### src/hdl/hidrd_pkg.sv
// shared constants and result type for the hid report descriptor parser
package hidrd_pkg;

  localparam int unsigned MAX_RECORDS = 256;
  localparam int unsigned REC_CNT_W   = $clog2(MAX_RECORDS + 1);
  localparam int unsigned PROD_W      = 19;

  localparam logic [7:0] LONG_PREFIX      = 8'hFE;
  localparam logic [7:0] TAG_MASK         = 8'hFC;
  localparam logic [7:0] TAG_USAGE_PAGE   = 8'h04;
  localparam logic [7:0] TAG_USAGE        = 8'h08;
  localparam logic [7:0] TAG_INPUT        = 8'h80;
  localparam logic [7:0] TAG_REPORT_ID    = 8'h84;
  localparam logic [7:0] TAG_REPORT_SIZE  = 8'h74;
  localparam logic [7:0] TAG_REPORT_COUNT = 8'h94;

  localparam logic [31:0] DIGITIZER_PAGE = 32'h0000_000D;
  localparam logic [31:0] HEATMAP_USAGE  = 32'h0000_006A;

  localparam logic [1:0] ROLE_NONE = 2'd0;
  localparam logic [1:0] ROLE_SYNC = 2'd1;
  localparam logic [1:0] ROLE_SUB  = 2'd2;

  typedef struct packed {
    logic        record_valid;
    logic [31:0] upage;
    logic [31:0] usage_id;
    logic [7:0]  rpt_id;
    logic [15:0] byte_size;
    logic [7:0]  record_index;
    logic [1:0]  heatmap_role;
    logic        descriptor_done;
    logic        heatmap_found;
  } result_t;

endpackage

### src/hdl/hid_report_descriptor_parser.sv
// hid report descriptor parser: item decode, global tracking and usage records
// one descriptor word accepted per cycle, back to back, while in_stall_o is low
// result word: registered in the output register, or held in the skid stage while stalled
// throughput: one word per cycle when not stalled; two-entry output and skid absorb stalls
// reset: asynchronous, clears parse state, tracked globals, record count and sync flag
module hid_report_descriptor_parser (
  input  logic        clk_i,
  input  logic        rst_ni,
  input  logic        in_valid_i,
  output logic        in_stall_o,
  input  logic [7:0]  desc_byte_i,
  input  logic        first_byte_i,
  input  logic        last_byte_i,
  output logic        out_valid_o,
  input  logic        out_stall_i,
  output logic        record_valid_o,
  output logic [31:0] upage_o,
  output logic [31:0] usage_id_o,
  output logic [7:0]  rpt_id_o,
  output logic [15:0] byte_size_o,
  output logic [7:0]  record_index_o,
  output logic [1:0]  heatmap_role_o,
  output logic        descriptor_done_o,
  output logic        heatmap_found_o
);

  localparam logic [1:0] PH_PREFIX   = 2'd0;
  localparam logic [1:0] PH_LONG_LEN = 2'd1;
  localparam logic [1:0] PH_LONG_TAG = 2'd2;
  localparam logic [1:0] PH_DATA     = 2'd3;

  localparam int unsigned CW = hidrd_pkg::REC_CNT_W;
  localparam int unsigned PW = hidrd_pkg::PROD_W;
  localparam logic [CW-1:0] CNT_MAX  = CW'(hidrd_pkg::MAX_RECORDS);
  localparam logic [CW-1:0] CNT_LAST = CW'(hidrd_pkg::MAX_RECORDS - 1);

  logic [1:0]    phase_q, phase_d;
  logic [7:0]    left_q, left_d;
  logic [7:0]    prefix_q, prefix_d;
  logic [31:0]   accum_q, accum_d;
  logic [1:0]    pos_q, pos_d;
  logic [31:0]   page_q, page_d;
  logic [31:0]   usage_q, usage_d;
  logic [7:0]    rid_q, rid_d;
  logic [PW-1:0] size_q, size_d;
  logic [PW-1:0] count_q, count_d;
  logic [CW-1:0] rcnt_q, rcnt_d;
  logic          sync_q, sync_d;

  hidrd_pkg::result_t out_q, skid_q, res;
  logic               out_valid_q, skid_valid_q;

  logic          in_accept;
  logic          res_valid;
  logic          out_take;
  logic          apply_en;
  logic [7:0]    apply_prefix;
  logic [31:0]   apply_data;
  logic [7:0]    tag;
  logic          made;
  logic [1:0]    role;
  logic [CW-1:0] idx;
  logic [2*PW-1:0] prod;
  logic [7:0]    nbytes;

  assign in_accept = in_valid_i && !skid_valid_q;
  assign in_stall_o = skid_valid_q;
  assign prod = size_q * count_q;

  always_comb begin
    phase_d  = first_byte_i ? PH_PREFIX : phase_q;
    left_d   = first_byte_i ? 8'd0 : left_q;
    prefix_d = first_byte_i ? 8'd0 : prefix_q;
    accum_d  = first_byte_i ? 32'd0 : accum_q;
    pos_d    = first_byte_i ? 2'd0 : pos_q;
    page_d   = first_byte_i ? 32'd0 : page_q;
    usage_d  = first_byte_i ? 32'd0 : usage_q;
    rid_d    = first_byte_i ? 8'd0 : rid_q;
    size_d   = first_byte_i ? '0 : size_q;
    count_d  = first_byte_i ? '0 : count_q;
    rcnt_d   = first_byte_i ? '0 : rcnt_q;
    sync_d   = first_byte_i ? 1'b0 : sync_q;

    apply_en     = 1'b0;
    apply_prefix = desc_byte_i;
    apply_data   = 32'd0;
    nbytes       = (desc_byte_i[1:0] == 2'd3) ? 8'd4 : {6'd0, desc_byte_i[1:0]};

    case (phase_d)
      PH_PREFIX: begin
        prefix_d = desc_byte_i;
        accum_d  = 32'd0;
        pos_d    = 2'd0;
        if (desc_byte_i == hidrd_pkg::LONG_PREFIX) begin
          phase_d = PH_LONG_LEN;
        end else if (nbytes == 8'd0) begin
          apply_en = 1'b1;
        end else begin
          left_d  = nbytes;
          phase_d = PH_DATA;
        end
      end
      PH_LONG_LEN: begin
        left_d  = desc_byte_i;
        phase_d = PH_LONG_TAG;
      end
      PH_LONG_TAG: begin
        phase_d = (left_d == 8'd0) ? PH_PREFIX : PH_DATA;
      end
      default: begin
        if (prefix_d != hidrd_pkg::LONG_PREFIX) begin
          accum_d[{pos_d, 3'b000} +: 8] = accum_d[{pos_d, 3'b000} +: 8] | desc_byte_i;
          pos_d = pos_d + 2'd1;
        end
        if (left_d != 8'd0) begin
          left_d = left_d - 8'd1;
        end
        if (left_d == 8'd0) begin
          phase_d = PH_PREFIX;
          if (prefix_d != hidrd_pkg::LONG_PREFIX) begin
            apply_en     = 1'b1;
            apply_prefix = prefix_d;
            apply_data   = accum_d;
          end
        end
      end
    endcase

    // apply a completed short item
    tag  = apply_prefix & hidrd_pkg::TAG_MASK;
    made = 1'b0;
    role = hidrd_pkg::ROLE_NONE;
    idx  = (rcnt_d < CNT_LAST) ? rcnt_d : CNT_LAST;
    if (apply_en) begin
      case (tag)
        hidrd_pkg::TAG_USAGE_PAGE:   page_d  = apply_data;
        hidrd_pkg::TAG_USAGE:        usage_d = apply_data;
        hidrd_pkg::TAG_REPORT_ID:    rid_d   = apply_data[7:0];
        hidrd_pkg::TAG_REPORT_SIZE:  size_d  = apply_data[PW-1:0];
        hidrd_pkg::TAG_REPORT_COUNT: count_d = apply_data[PW-1:0];
        hidrd_pkg::TAG_INPUT: begin
          made = 1'b1;
          if (page_d == hidrd_pkg::DIGITIZER_PAGE && usage_d == hidrd_pkg::HEATMAP_USAGE) begin
            role   = sync_d ? hidrd_pkg::ROLE_SUB : hidrd_pkg::ROLE_SYNC;
            sync_d = 1'b1;
          end
          if (rcnt_d < CNT_MAX) begin
            rcnt_d = rcnt_d + CW'(1);
          end
        end
        default: ;
      endcase
    end

    if (last_byte_i) begin
      phase_d = PH_PREFIX;
      left_d  = 8'd0;
      pos_d   = 2'd0;
      accum_d = 32'd0;
    end

    res = '0;
    if (made) begin
      res.record_valid = 1'b1;
      res.upage        = page_d;
      res.usage_id     = usage_d;
      res.rpt_id       = rid_d;
      res.byte_size    = first_byte_i ? 16'd0 : prod[PW-1:3];
      res.record_index = 8'(idx);
      res.heatmap_role = role;
    end
    res.descriptor_done = last_byte_i;
    res.heatmap_found   = sync_d;
  end

  assign res_valid = in_accept && (made || last_byte_i);
  assign out_take  = out_valid_q && !out_stall_i;

  always_ff @(posedge clk_i or negedge rst_ni) begin
    if (!rst_ni) begin
      phase_q  <= PH_PREFIX;
      left_q   <= 8'd0;
      prefix_q <= 8'd0;
      accum_q  <= 32'd0;
      pos_q    <= 2'd0;
      page_q   <= 32'd0;
      usage_q  <= 32'd0;
      rid_q    <= 8'd0;
      size_q   <= '0;
      count_q  <= '0;
      rcnt_q   <= '0;
      sync_q   <= 1'b0;
    end else if (in_accept) begin
      phase_q  <= phase_d;
      left_q   <= left_d;
      prefix_q <= prefix_d;
      accum_q  <= accum_d;
      pos_q    <= pos_d;
      page_q   <= page_d;
      usage_q  <= usage_d;
      rid_q    <= rid_d;
      size_q   <= size_d;
      count_q  <= count_d;
      rcnt_q   <= rcnt_d;
      sync_q   <= sync_d;
    end
  end

  // output register with skid stage
  always_ff @(posedge clk_i or negedge rst_ni) begin
    if (!rst_ni) begin
      out_valid_q  <= 1'b0;
      skid_valid_q <= 1'b0;
    end else if (!out_valid_q || out_take) begin
      if (skid_valid_q) begin
        out_valid_q  <= 1'b1;
        skid_valid_q <= 1'b0;
      end else begin
        out_valid_q <= res_valid;
      end
    end else if (res_valid) begin
      skid_valid_q <= 1'b1;
    end
  end

  always_ff @(posedge clk_i) begin
    if (!out_valid_q || out_take) begin
      if (skid_valid_q) begin
        out_q <= skid_q;
      end else if (res_valid) begin
        out_q <= res;
      end
    end else if (res_valid) begin
      skid_q <= res;
    end
  end

  assign out_valid_o       = out_valid_q;
  assign record_valid_o    = out_q.record_valid;
  assign upage_o           = out_q.upage;
  assign usage_id_o        = out_q.usage_id;
  assign rpt_id_o          = out_q.rpt_id;
  assign byte_size_o       = out_q.byte_size;
  assign record_index_o    = out_q.record_index;
  assign heatmap_role_o    = out_q.heatmap_role;
  assign descriptor_done_o = out_q.descriptor_done;
  assign heatmap_found_o   = out_q.heatmap_found;

endmodule

### config.mk
export PLATFORM = sky130hd
export DESIGN_NAME = hid_report_descriptor_parser
export DESIGN_NICKNAME = d
export VERILOG_FILES = /design/src/hdl/hidrd_pkg.sv /design/src/hdl/hid_report_descriptor_parser.sv
export SDC_FILE = /design/constraint.sdc
export NUM_CORES = 1
export LEC_CHECK = 0
export BUFFER_PORTS_ARGS = -buffer_cell sky130_fd_sc_hd__buf_4
export CORE_ASPECT_RATIO = 1.75
export CORE_UTILIZATION = 65
export CTS_BUF_LIST = sky130_fd_sc_hd__clkbuf_4 sky130_fd_sc_hd__clkbuf_8 sky130_fd_sc_hd__clkbuf_16
export DETAILED_ROUTE_END_ITERATION = 16
export GPL_ROUTABILITY_DRIVEN = 1
export PLACE_DENSITY = 0.82
export REMOVE_ABC_BUFFERS = 1
export SLEW_MARGIN = 20
export SYNTH_ARGS = -nofsm -noshare
export SYNTH_HDL_FRONTEND = slang
export SYNTH_SLANG_ARGS = --single-unit
export TNS_END_PERCENT = 30
### constraint.sdc
create_clock -name clk_i -period 27.4 [get_ports clk_i]
set_clock_uncertainty 0.05 [all_clocks]
set_input_delay 0 -clock clk_i [delete_from_list [all_inputs] [get_ports clk_i]]
set_output_delay 0 -clock clk_i [all_outputs]
set_load 0.02 [all_outputs]
; ---- Word level (Yosys, flattened, before mapping)
; Index checks and enable logic that the tools add are counted.
[op_classes]
add_sub_neg = 4
multipliers = 1
n_lt_le_gt_ge = 2
eq_ne = 13
n_shift = 3
n_mux = 75
bitwise = 2
n_reduce_logical = 20
[ops]
columns = operator, n
row1 = $mux W32, 13
row2 = $mux W101, 2
row3 = $mux W8, 15
row4 = $mux W19, 6
row5 = $mux W99, 1
row6 = $pmux W32 S2, 1
row7 = $mux W9, 4
row8 = $bwmux W32, 1
row9 = $eq A32 B4 Y1 const B, 1
row10 = $eq A32 B7 Y1 const B, 1
row11 = $shift A8 B7 Y32 const A, 1
row12 = $shiftx A32 B6 Y8, 1
row13 = $shiftx A8 B7 Y32, 1
row14 = $mux W2, 13
row15 = $logic_not A8 Y1, 3
row16 = $pmux W8 S3, 1
row17 = $mul A19 B19 Y19, 1
row18 = $eq A6 B6 Y1 const B, 3
row19 = $mux W16, 1
row20 = $mux W1, 13
row21 = $add A9 B1 Y9 const B, 1
row22 = $lt A9 B8 Y1 const B, 1
row23 = $lt A9 B9 Y1 const B, 1
row24 = $eq A8 B8 Y1 const B, 1
row25 = 24 further kinds, 33
[word_totals]
register_bits = 376
in_bits = 14
output_inout_bits = 103

; ---- Depth between registers and ports, before layout
; Gate-level depths: netlist of run 1.
[logic_depth]
word_depth = 15
ltp_mapped = 22

; ---- Least setup slack after synthesis of run 1
; Ideal clock, no wire load.
[synth_path]
kind = input port to flip-flop
from = input port first_byte_i
to = register skid_q[0] (netlist name), enable pin
arrival_time_ps = 9795
slack_ps = 16850
path_stages = 13
path_cell_list = inv_1 -> clkbuf_1 -> buf_1 -> nand2_1 -> ha_1 -> nor2b_1 -> nand4b_1 -> o2111ai_2 -> nor3_2 -> a21oi_2 -> buf_2 -> o21ai_0 -> nor3b_1
[synth_via]
elab_chain_cells = 13
word_cells_on_any_way = 26
classes_between = add/sub: 1 / eq/ne: 4 / mux: 13 / reduce/logical: 8
[synth_lines]
columns = element, line_no
row1 = from (decl), hid_report_descriptor_parser.sv:12  ; input logic first_byte_i,
row2 = $mux W8, hid_report_descriptor_parser.sv:72  ; left_d = first_byte_i ? 8'd0 : left_q;
row3 = $sub A8 B1 Y8 / $reduce_bool A8 Y1 (equally long branches), "hid_report_descriptor_parser.sv:116, hid_report_descriptor_parser.sv:115"
row4 = $mux W8, hid_report_descriptor_parser.sv:115  ; if (left_d != 8'd0) begin
row5 = $mux W8, hid_report_descriptor_parser.sv:89  ; case (phase_d)
row6 = $logic_not A8 Y1, hid_report_descriptor_parser.sv:118  ; if (left_d == 8'd0) begin
row7 = $mux W8, hid_report_descriptor_parser.sv:118
row8 = $mux W8, hid_report_descriptor_parser.sv:89
row9 = $eq A6 B6 Y1, hid_report_descriptor_parser.sv:135  ; case (tag)
row10 = $mux W1, hid_report_descriptor_parser.sv:135
row11 = $mux W1 *, hid_report_descriptor_parser.sv:134  ; if (apply_en) begin
row12 = $logic_or A1 B1 Y1 *, hid_report_descriptor_parser.sv:176  ; assign res_valid = in_accept && (made || last_byte_i);
row13 = $logic_and A1 B1 Y1 *, hid_report_descriptor_parser.sv:176
row14 = $reduce_and A2 Y1 (no source line) *, n/a
row15 = to (signal assigned), hid_report_descriptor_parser.sv:234  ; skid_q <= res;
row16 = to (decl), hid_report_descriptor_parser.sv:50  ; hidrd_pkg::result_t out_q, skid_q, res;
; Every way passes the cells marked *; elsewhere a longest branch is shown, timed or not. The select of a mux whose other input is x is not followed.
; A chain may end at the register's enable or synchronous reset.

==> impl_metrics.env, run 1 <==
export IMPL_outcome="finished clean"
export IMPL_antenna_left=0
export IMPL_insertion_delay_ns=0.53
export IMPL_root_buffer="clkbuf_16"
export IMPL_grt_max_degree=105
export IMPL_gp_congestion=1.01
export IMPL_postSynth_asyncResetShare=0.463
export IMPL_die_w_um=143
export IMPL_start_util=0.661
export IMPL_synthToLayoutAreaGrowth_pct=10.3
export IMPL_power_leakage_nw=10.2
export IMPL_first_iter_violations=1477
export IMPL_worst_pin_slew_ns=1.08
export IMPL_cpLargestDelayFamily="adder cells"
export IMPL_portBuffers=116
export IMPL_path_max_fanout=17
export IMPL_ys_warnings_count=0
export IMPL_critPathArrivalTime_ns=6.40
export IMPL_drc=0
export IMPL_swShare=0.251
export IMPL_postCtsSetupRepairBufs=0
export IMPL_fin_setup_tns_ns=0
export IMPL_grt_use_total=0.374
export IMPL_max_clock_freq_mhz=162
export IMPL_syn_instance_count=2227
export IMPL_cts_sinks=376
export IMPL_synth_cell_types=78
export IMPL_crit_buf_inv=2
export IMPL_cts_tree="done"
export IMPL_h_tree_depth=2
export IMPL_crit_path_frequent_cell="fa_1"
export IMPL_critPathSlowestCell="dfrtp_1"
export IMPL_hpwl_um=45600
export IMPL_cts_made_buffers=35
export IMPL_yosys_area_top_type="edfxtp_1"
export IMPL_critPathRequiredTime_ns=27.64
export IMPL_holdCritPathClass="in -> async"
export IMPL_grt_pass1_vias=18300
export IMPL_max_stage_delay_ns=0.72
export IMPL_synth_common_cells="nand2_1 (355), edfxtp_1 (202), inv_1 (199)"
export IMPL_cp_cell_sequence="nand2_1 -> fa_1 -> inv_1 -> fa_1 -> inv_1 -> fa_1 -> fa_1 -> fa_1 -> fa_1 -> xor2_1 -> xnor2_1 -> xnor2_1 -> xnor3_1 -> xnor3_1 -> xnor2_1 -> and2_1 -> mux2_2"
export IMPL_seqPwrFrac=0.512
export IMPL_drt_total_wl_um=64200
export IMPL_num_antenna_cells=0
export IMPL_maxCapViolCount=0
export IMPL_fin_crit_sh=0.225
export IMPL_power_density_nw_per_um2=48.7
export IMPL_start_kind="register"
export IMPL_fin_crit_ns=6.17
export IMPL_fp_dieArea_um2=35800
export IMPL_relSlewSlack=0.275
export IMPL_viasPerCell=6.37
export IMPL_synth_ff_latch_count=376
export IMPL_multi_input_area_um2=11100
export IMPL_antenna_found_initial=0
export IMPL_p_switching_uw=307
export IMPL_synth_top_area_share=0.266
export IMPL_nets=2493
export IMPL_clkPwrFrac=0.394
export IMPL_fillers=2513
export IMPL_grt_pass1_wl_um=100000
export IMPL_setup_viol=0
export IMPL_pwr_share_comb=0.094
export IMPL_seq_area_um2=10400
export IMPL_drive_above_1_share=0.110
export IMPL_cts_resized=0
export IMPL_wire_per_inst_um=23.2
export IMPL_clkSlewWorstSetupHoldPaths_ns=0.07
export IMPL_rsz0062_at_grt="no"
export IMPL_core_um2=34500
export IMPL_slew_violations=0
export IMPL_hold_violations=0
export IMPL_critical_path_class="reg -> reg"
export IMPL_netlist_top_cells_area="edfxtp_1 (27%), dfrtp_1 (19%), fa_1 (11%), nand2_1 (5.9%), o21ai_0 (4.1%)"
export IMPL_grt_overflow_total=0
export IMPL_io_pin_count=117
export IMPL_synth_area_per_cell_um2=10.2
export IMPL_cts_buffer_depth=3
export IMPL_synth_edf_count=202
export IMPL_dr_pass1_iters=5
export IMPL_synthFlopType="edfxtp_1"
export IMPL_peakVddDrop_mv=0.0589
export IMPL_vias=17600
export IMPL_p_int_uw=917
export IMPL_endpoint_kind="register"
export IMPL_yosysSeqAreaShare=0.458
export IMPL_synth_most_common_cell="nand2_1"
export IMPL_whs_ns=0.0978
export IMPL_netlist_area_um2=22800
export IMPL_fp_row_count=90
export IMPL_die_y_um=250
==> final timing paths <==
check	cells past startpoint	end	start	slack (ns)
worst max-delay path	17	byte_size_o[15]	size_q[3]	21.23
worst min-delay path	2	rcnt_q[3]	rst_ni	0.1
worst min register to register	2	size_q[18]	size_q[18]	0.44
worst max register to register	17	byte_size_o[15]	size_q[3]	21.23
min in group clk_i	2	skid_q[1]	last_byte_i	0.29
max in group asynchronous	3	usage_q[15]	rst_ni	25.55
==> flip-flops by register name (all words and copies together) (netlist names), 8 cells and up <==
signal	cells
skid_q	101
accum_q	32
page_q	32
upage_o	32
usage_id_o	32
usage_q	32
count_q	19
size_q	19
byte_size_o	16
rcnt_q	9
left_q	8
prefix_q	8
record_index_o	8
rid_q	8
rpt_id_o	8
==> cell families (layout without fill, tap and decap cells) <==
family,count (synthesis),after routing,synth area share
xor+xnor,49,49,0.0201
simple gates,758,758,0.157
mux,43,43,0.0239
flops,376,376,0.458
compound gates,472,472,0.135
buf+inv,334,416,0.0587
fa+ha+maj,195,195,0.148
==> per-stage QoR <==
stage | utilization | instances | worst slack (ns) | area [µm²] | power [mW]
2_1_floorplan | - | 2093 | 15.61 | 22200 | 0.702
3_3_place_gp | 0.692 | 2693 | 21.36 | 23900 | 0.746
3_5_place_dp | 0.692 | 2693 | 21.22 | 23900 | 0.749
4_1_cts | 0.729 | 2769 | 21.27 | 25100 | 1.23
5_1_grt | 0.729 | 2769 | 20.96 | 25100 | 1.26
6_report | 0.729 | 2769 | 21.23 | 25100 | 1.22
==> cells in the final DEF, fill, tap and decap left out, types with 5 or more instances in the layout <==
cell type | Yosys | final
nor2_1 | 121 | 121
mux2i_1 | 24 | 24
clkbuf_16 | 0 | 35
dlygate4sd3_1 | 0 | 14
nor2b_1 | 16 | 15
and2_1 | 115 | 115
mux4_2 | 8 | 8
xor2_1 | 13 | 13
a21oi_1 | 44 | 42
a32oi_1 | 18 | 18
nor4b_1 | 7 | 7
nand2b_1 | 11 | 11
a22oi_1 | 48 | 48
nor4_1 | 16 | 15
clkinv_2 | 0 | 7
mux2_2 | 11 | 11
o21a_1 | 5 | 5
inv_1 | 199 | 199
and3_1 | 5 | 5
nand3_1 | 45 | 45
nor3_1 | 23 | 23
xnor2_1 | 34 | 34
edfxtp_1 | 202 | 202
nand4_1 | 13 | 13
ha_1 | 72 | 72
o211ai_1 | 5 | 5
a31oi_1 | 5 | 5
clkbuf_4 | 0 | 6
dfrtp_1 | 174 | 173
clkbuf_8 | 0 | 5
o21ai_0 | 188 | 188
o21ai_1 | 22 | 21
o31ai_1 | 37 | 37
a21o_1 | 8 | 8
a22o_1 | 58 | 58
buf_4 | 0 | 139
nand2_1 | 355 | 353
fa_1 | 123 | 123
==> repair_timing <==
action | CTS | global route
endpoints found under the setup margin | 0 | 0
hold buffers | 14 | 0
endpoints found under the hold margin | 159 | 0
==> power by group through the flow <==
stage | clock network (mW) | registers, mW | logic [mW]
global placement | 0 | 0.637 | 0.110
finish | 0.481 | 0.626 | 0.115
detailed placement | 0 | 0.637 | 0.112
CTS | 0.486 | 0.626 | 0.114
global route | 0.505 | 0.628 | 0.123
floorplan | 0 | 0.649 | 0.0530
==> per-layer routing <==
layer | part of all wire | GRT usage | wire length [µm]
met1 | 0.33 | 0.413 | 21400
met2 | 0.52 | 0.648 | 33500
met3 | 0.061 | 0.0520 | 3920
met4 | 0.084 | 0.276 | 5400
met5 | 0 | 0 | 0
==> area by class of cell <==
type | count | area share
clock buffer | 46 | 0.0394
clock inverter | 16 | 0.00498
inverter | 200 | 0.0299
multi-input combinational | 1517 | 0.440
sequential | 376 | 0.415
tap | 460 | 0.0229
timing repair buffer | 154 | 0.0476
No activity file was read; power rests on OpenSTA's default activity.
==> run 2: changes to the inputs <==
Settings changed: ABC_AREA set to 1, CORE_UTILIZATION 65 to 63, PLACE_DENSITY 0.82 to 0.79.
Clock period 27.4 ns to 5.7 ns, I/O delays scaled along.
==> run 2 against run 1 <==
Sequential power grew to 4.8 times the previous value. Clock power grew to 5.3 times the previous value. Die area is 16% higher. First-iteration DRC count is 39% higher. Utilization is 0.057 points higher. Combinational power grew to 5.4 times the previous value. Hold slack worse by 0.037 ns. Sequential share of layout area is 5.8 points lower. Design area is 16% higher. Flip-flop and latch count stayed put. Critical path type unchanged.
==> impl_metrics.env, run 2 <==
export IMPL_rsz0062_at_grt="yes"
export IMPL_p_int_mw=4.58
export IMPL_use_met3=0.0436
export IMPL_synth_top_family_by_area="simple AND/OR/NAND/NOR gates"
export IMPL_synth_adder_area_share=0.131
export IMPL_largest_register="skid_q"
export IMPL_pwr_share_comb=0.100
export IMPL_path_max_fanout=5
export IMPL_use_met1=0.391
export IMPL_clkPwrFrac=0.416
export IMPL_hold_end="out_valid_o"
export IMPL_grt_pass1_wl_um=120000
export IMPL_antenna_left=0
export IMPL_drc=0
export IMPL_worst_pin_slew_ns=1.11
export IMPL_outcome="finished clean"
export IMPL_yosys_area_top_type="edfxtp_1"
export IMPL_die_w_um=154
export IMPL_synth_area_per_cell_um2=7.81
export IMPL_synthToLayoutAreaGrowth_pct=14.1
export IMPL_viasPerCell=5.74
export IMPL_synth_ff_latch_count=376
export IMPL_grt_max_degree=183
export IMPL_endpoint_kind="register"
export IMPL_drive_above_1_share=0.137
export IMPL_timing_reg2reg_setup_slack_ns=0.09
export IMPL_synthMuxAreaShare=0
export IMPL_largest_register_ffs=101
export IMPL_swShare=0.259
export IMPL_relSlewSlack=0.263
export IMPL_fin_crit_ns=5.61
export IMPL_setup_viol=0
export IMPL_synth_simple_area_share=0.247
export IMPL_layout_commonest_cell="nand2_1"
export IMPL_netlist_top_cells_area="edfxtp_1 (24%), dfrtp_1 (17%), nand2_1 (16%), fa_1 (9.6%), inv_1 (8.0%)"
export IMPL_fp_row_count=97
export IMPL_grt_busiest_layer="met2"
export IMPL_h_tree_depth=2
export IMPL_clkSlewWorstSetupHoldPaths_ns=0.07
export IMPL_r2r_cells=23
export IMPL_synth_top_area_share=0.237
export IMPL_postSynth_asyncResetShare=0.463
export IMPL_dr_pass1_iters=6
export IMPL_maxCapViolCount=0
export IMPL_ys_warnings_count=0
export IMPL_netlist_area_um2=25600
export IMPL_fp_dieArea_um2=41500
export IMPL_slew_violations=0
export IMPL_final_cell_mix="nand2_1 (1,074), inv_1 (534), nor2_1 (249)"
export IMPL_fin_crit_sh=0.985
export IMPL_synth_cell_types=55
export IMPL_p_switching_mw=1.60
export IMPL_max_clock_freq_mhz=178
export IMPL_post_route_util=0.729
export IMPL_syn_instance_count=3279
export IMPL_gp_congestion=0.962
export IMPL_io_pin_count=117
export IMPL_met2_usage=0.683
export IMPL_root_buffer="clkbuf_16"
export IMPL_critPathRequiredTime_ns=5.95
export IMPL_num_antenna_cells=0
export IMPL_critPathArrivalTime_ns=5.87
export IMPL_synth_common_cells="nand2_1 (1,081), inv_1 (544), nor2_1 (251)"
export IMPL_hpwl_um=55800
export IMPL_vias=22600
export IMPL_cts_buffer_depth=3
export IMPL_grt_pass1_vias=22700
export IMPL_first_iter_violations=2052
export IMPL_power_density_nw_per_um2=212
export IMPL_nets=3624
export IMPL_yosysSeqAreaShare=0.407
export IMPL_start_kind="register"
export IMPL_core_um2=40100
export IMPL_synth_xor_area_frac=0.00992
export IMPL_hold_depth=6
export IMPL_synthFlopType="edfxtp_1"
export IMPL_min_delay_start="in_valid_i"
export IMPL_power_leakage_nw=14.5
export IMPL_start_util=0.639
export IMPL_antenna_found_initial=0
export IMPL_synth_compound_area_share=0.0946
export IMPL_fin_setup_tns_ns=0
export IMPL_grt_overflow_total=0
export IMPL_hold_violations=0
export IMPL_wire_per_inst_um=19.8
export IMPL_cts_sinks=376
export IMPL_drt_total_wl_um=78200
export IMPL_synth_edf_count=202
export IMPL_portBuffers=116
export IMPL_grt_use_total=0.381
export IMPL_r2r_end="byte_size_o[15]"
export IMPL_cts_made_buffers=37
export IMPL_peakVddDrop_mv=0.270
export IMPL_die_y_um=269
export IMPL_insertion_delay_ns=0.55
export IMPL_synth_most_common_cell="nand2_1"
export IMPL_critical_path_class="reg -> reg"
export IMPL_cts_tree="done"
export IMPL_seqPwrFrac=0.484
export IMPL_r2r_start="count_q[2]"
export IMPL_holdCritPathClass="in -> reg"
## run 2: cell count changes after synthesis, moves of 34 or more
cell	before	now
nand2_1	355	1081
inv_1	199	544
nor2_1	121	251
and2_1	115	0
o21ai_0	188	110
nand3_1	45	117
a21oi_1	44	111
a22o_1	58	3
a22oi_1	48	7
o21ai_2	0	38
o31ai_1	37	2
o22ai_1	1	35
## run 2: worst max path at each step
stage / start / to / slack, ns
5_1_grt: count_q[3] / byte_size_o[13] / -0.20
3_3_place_gp: count_q[4] / byte_size_o[12] / -0.16
4_1_cts: size_q[9] / byte_size_o[15] / 0.006
3_5_place_dp: count_q[4] / byte_size_o[12] / -0.21
6_report: count_q[2] / byte_size_o[15] / 0.09
2_1_floorplan: in_stall_o / byte_size_o[0] / -10.99
## run 2: power groups by stage
stage / registers (mW) / clock network (mW) / logic, mW
global placement: 3.05 / 0 / 0.584
floorplan: 3.12 / 0 / 0.272
CTS: 2.99 / 2.59 / 0.605
global route: 3.00 / 2.68 / 0.660
finish: 2.99 / 2.57 / 0.616
detailed placement: 3.05 / 0 / 0.594
## run 2: cell families after synthesis
kind of cell,Yosys count
AO/OA/AOI/OAI,401
XOR/XNOR,29
adder cells (fa/ha/maj),195
buffers and inverters,724
flip-flops,376
AND/OR/NAND/NOR,1554
## run 2: through the flow
stage / setup WS, ns / hold slack (ns) / cells / area (µm²) / power (mW)
global route: -0.205 / 0.0789 / 3939 / 29200 / 6.34
global placement: -0.162 / -0.00899 / 3836 / 27400 / 3.63
floorplan: -10.99 / -0.346 / 3107 / 24900 / 3.39
detailed placement: -0.215 / -0.00785 / 3836 / 27400 / 3.64
finish: 0.0861 / 0.0604 / 3939 / 29200 / 6.18
CTS: 0.00553 / 0.0412 / 3919 / 28800 / 6.19
## run 2: critical path, cell delays in order (launching register included)
cell and delay (ns):
dfrtp_2 0.45, buf_4 0.16, nand2_1 0.06, inv_1 0.05
fa_1 0.49, fa_1 0.53, inv_1 0.05, fa_1 0.47
inv_1 0.05, fa_1 0.46, fa_1 0.55, inv_1 0.05
fa_1 0.47, inv_1 0.05, ha_1 0.30, buf_4 0.17
a31oi_1 0.22, o221ai_2 0.14, a31oi_2 0.22, nand3_1 0.13
nand2_1 0.08, nor2_1 0.04, nand3_1 0.08, nand2_1 0.05
## run 2: layout make-up
type	count	area, µm²
sequential	376	10400
timing repair buffer	269	2170
multi-input combinational	2179	12700
fill	3109	10800
inverter	552	2080
tap	495	619
clock inverter	20	205
clock buffer	48	1050
## run 2: what timing repair did
item	4_1_cts	5_1_grt
gates cloned	0	0
pin swaps	3	28
resized for setup	9	65
hold buffers	15	0
setup buffers	0	20
hold endpoints to repair	75	0
setup endpoints to repair	5	10
## run 2: per-layer routing
| layer | vias up | share of wire |
|---|---|---|
| met5 | - | 0 |
| met4 | 0 | 0.097 |
| met3 | 318 | 0.055 |
| met2 | 968 | 0.51 |
| met1 | 10800 | 0.33 |
| li1 | 10500 | - |
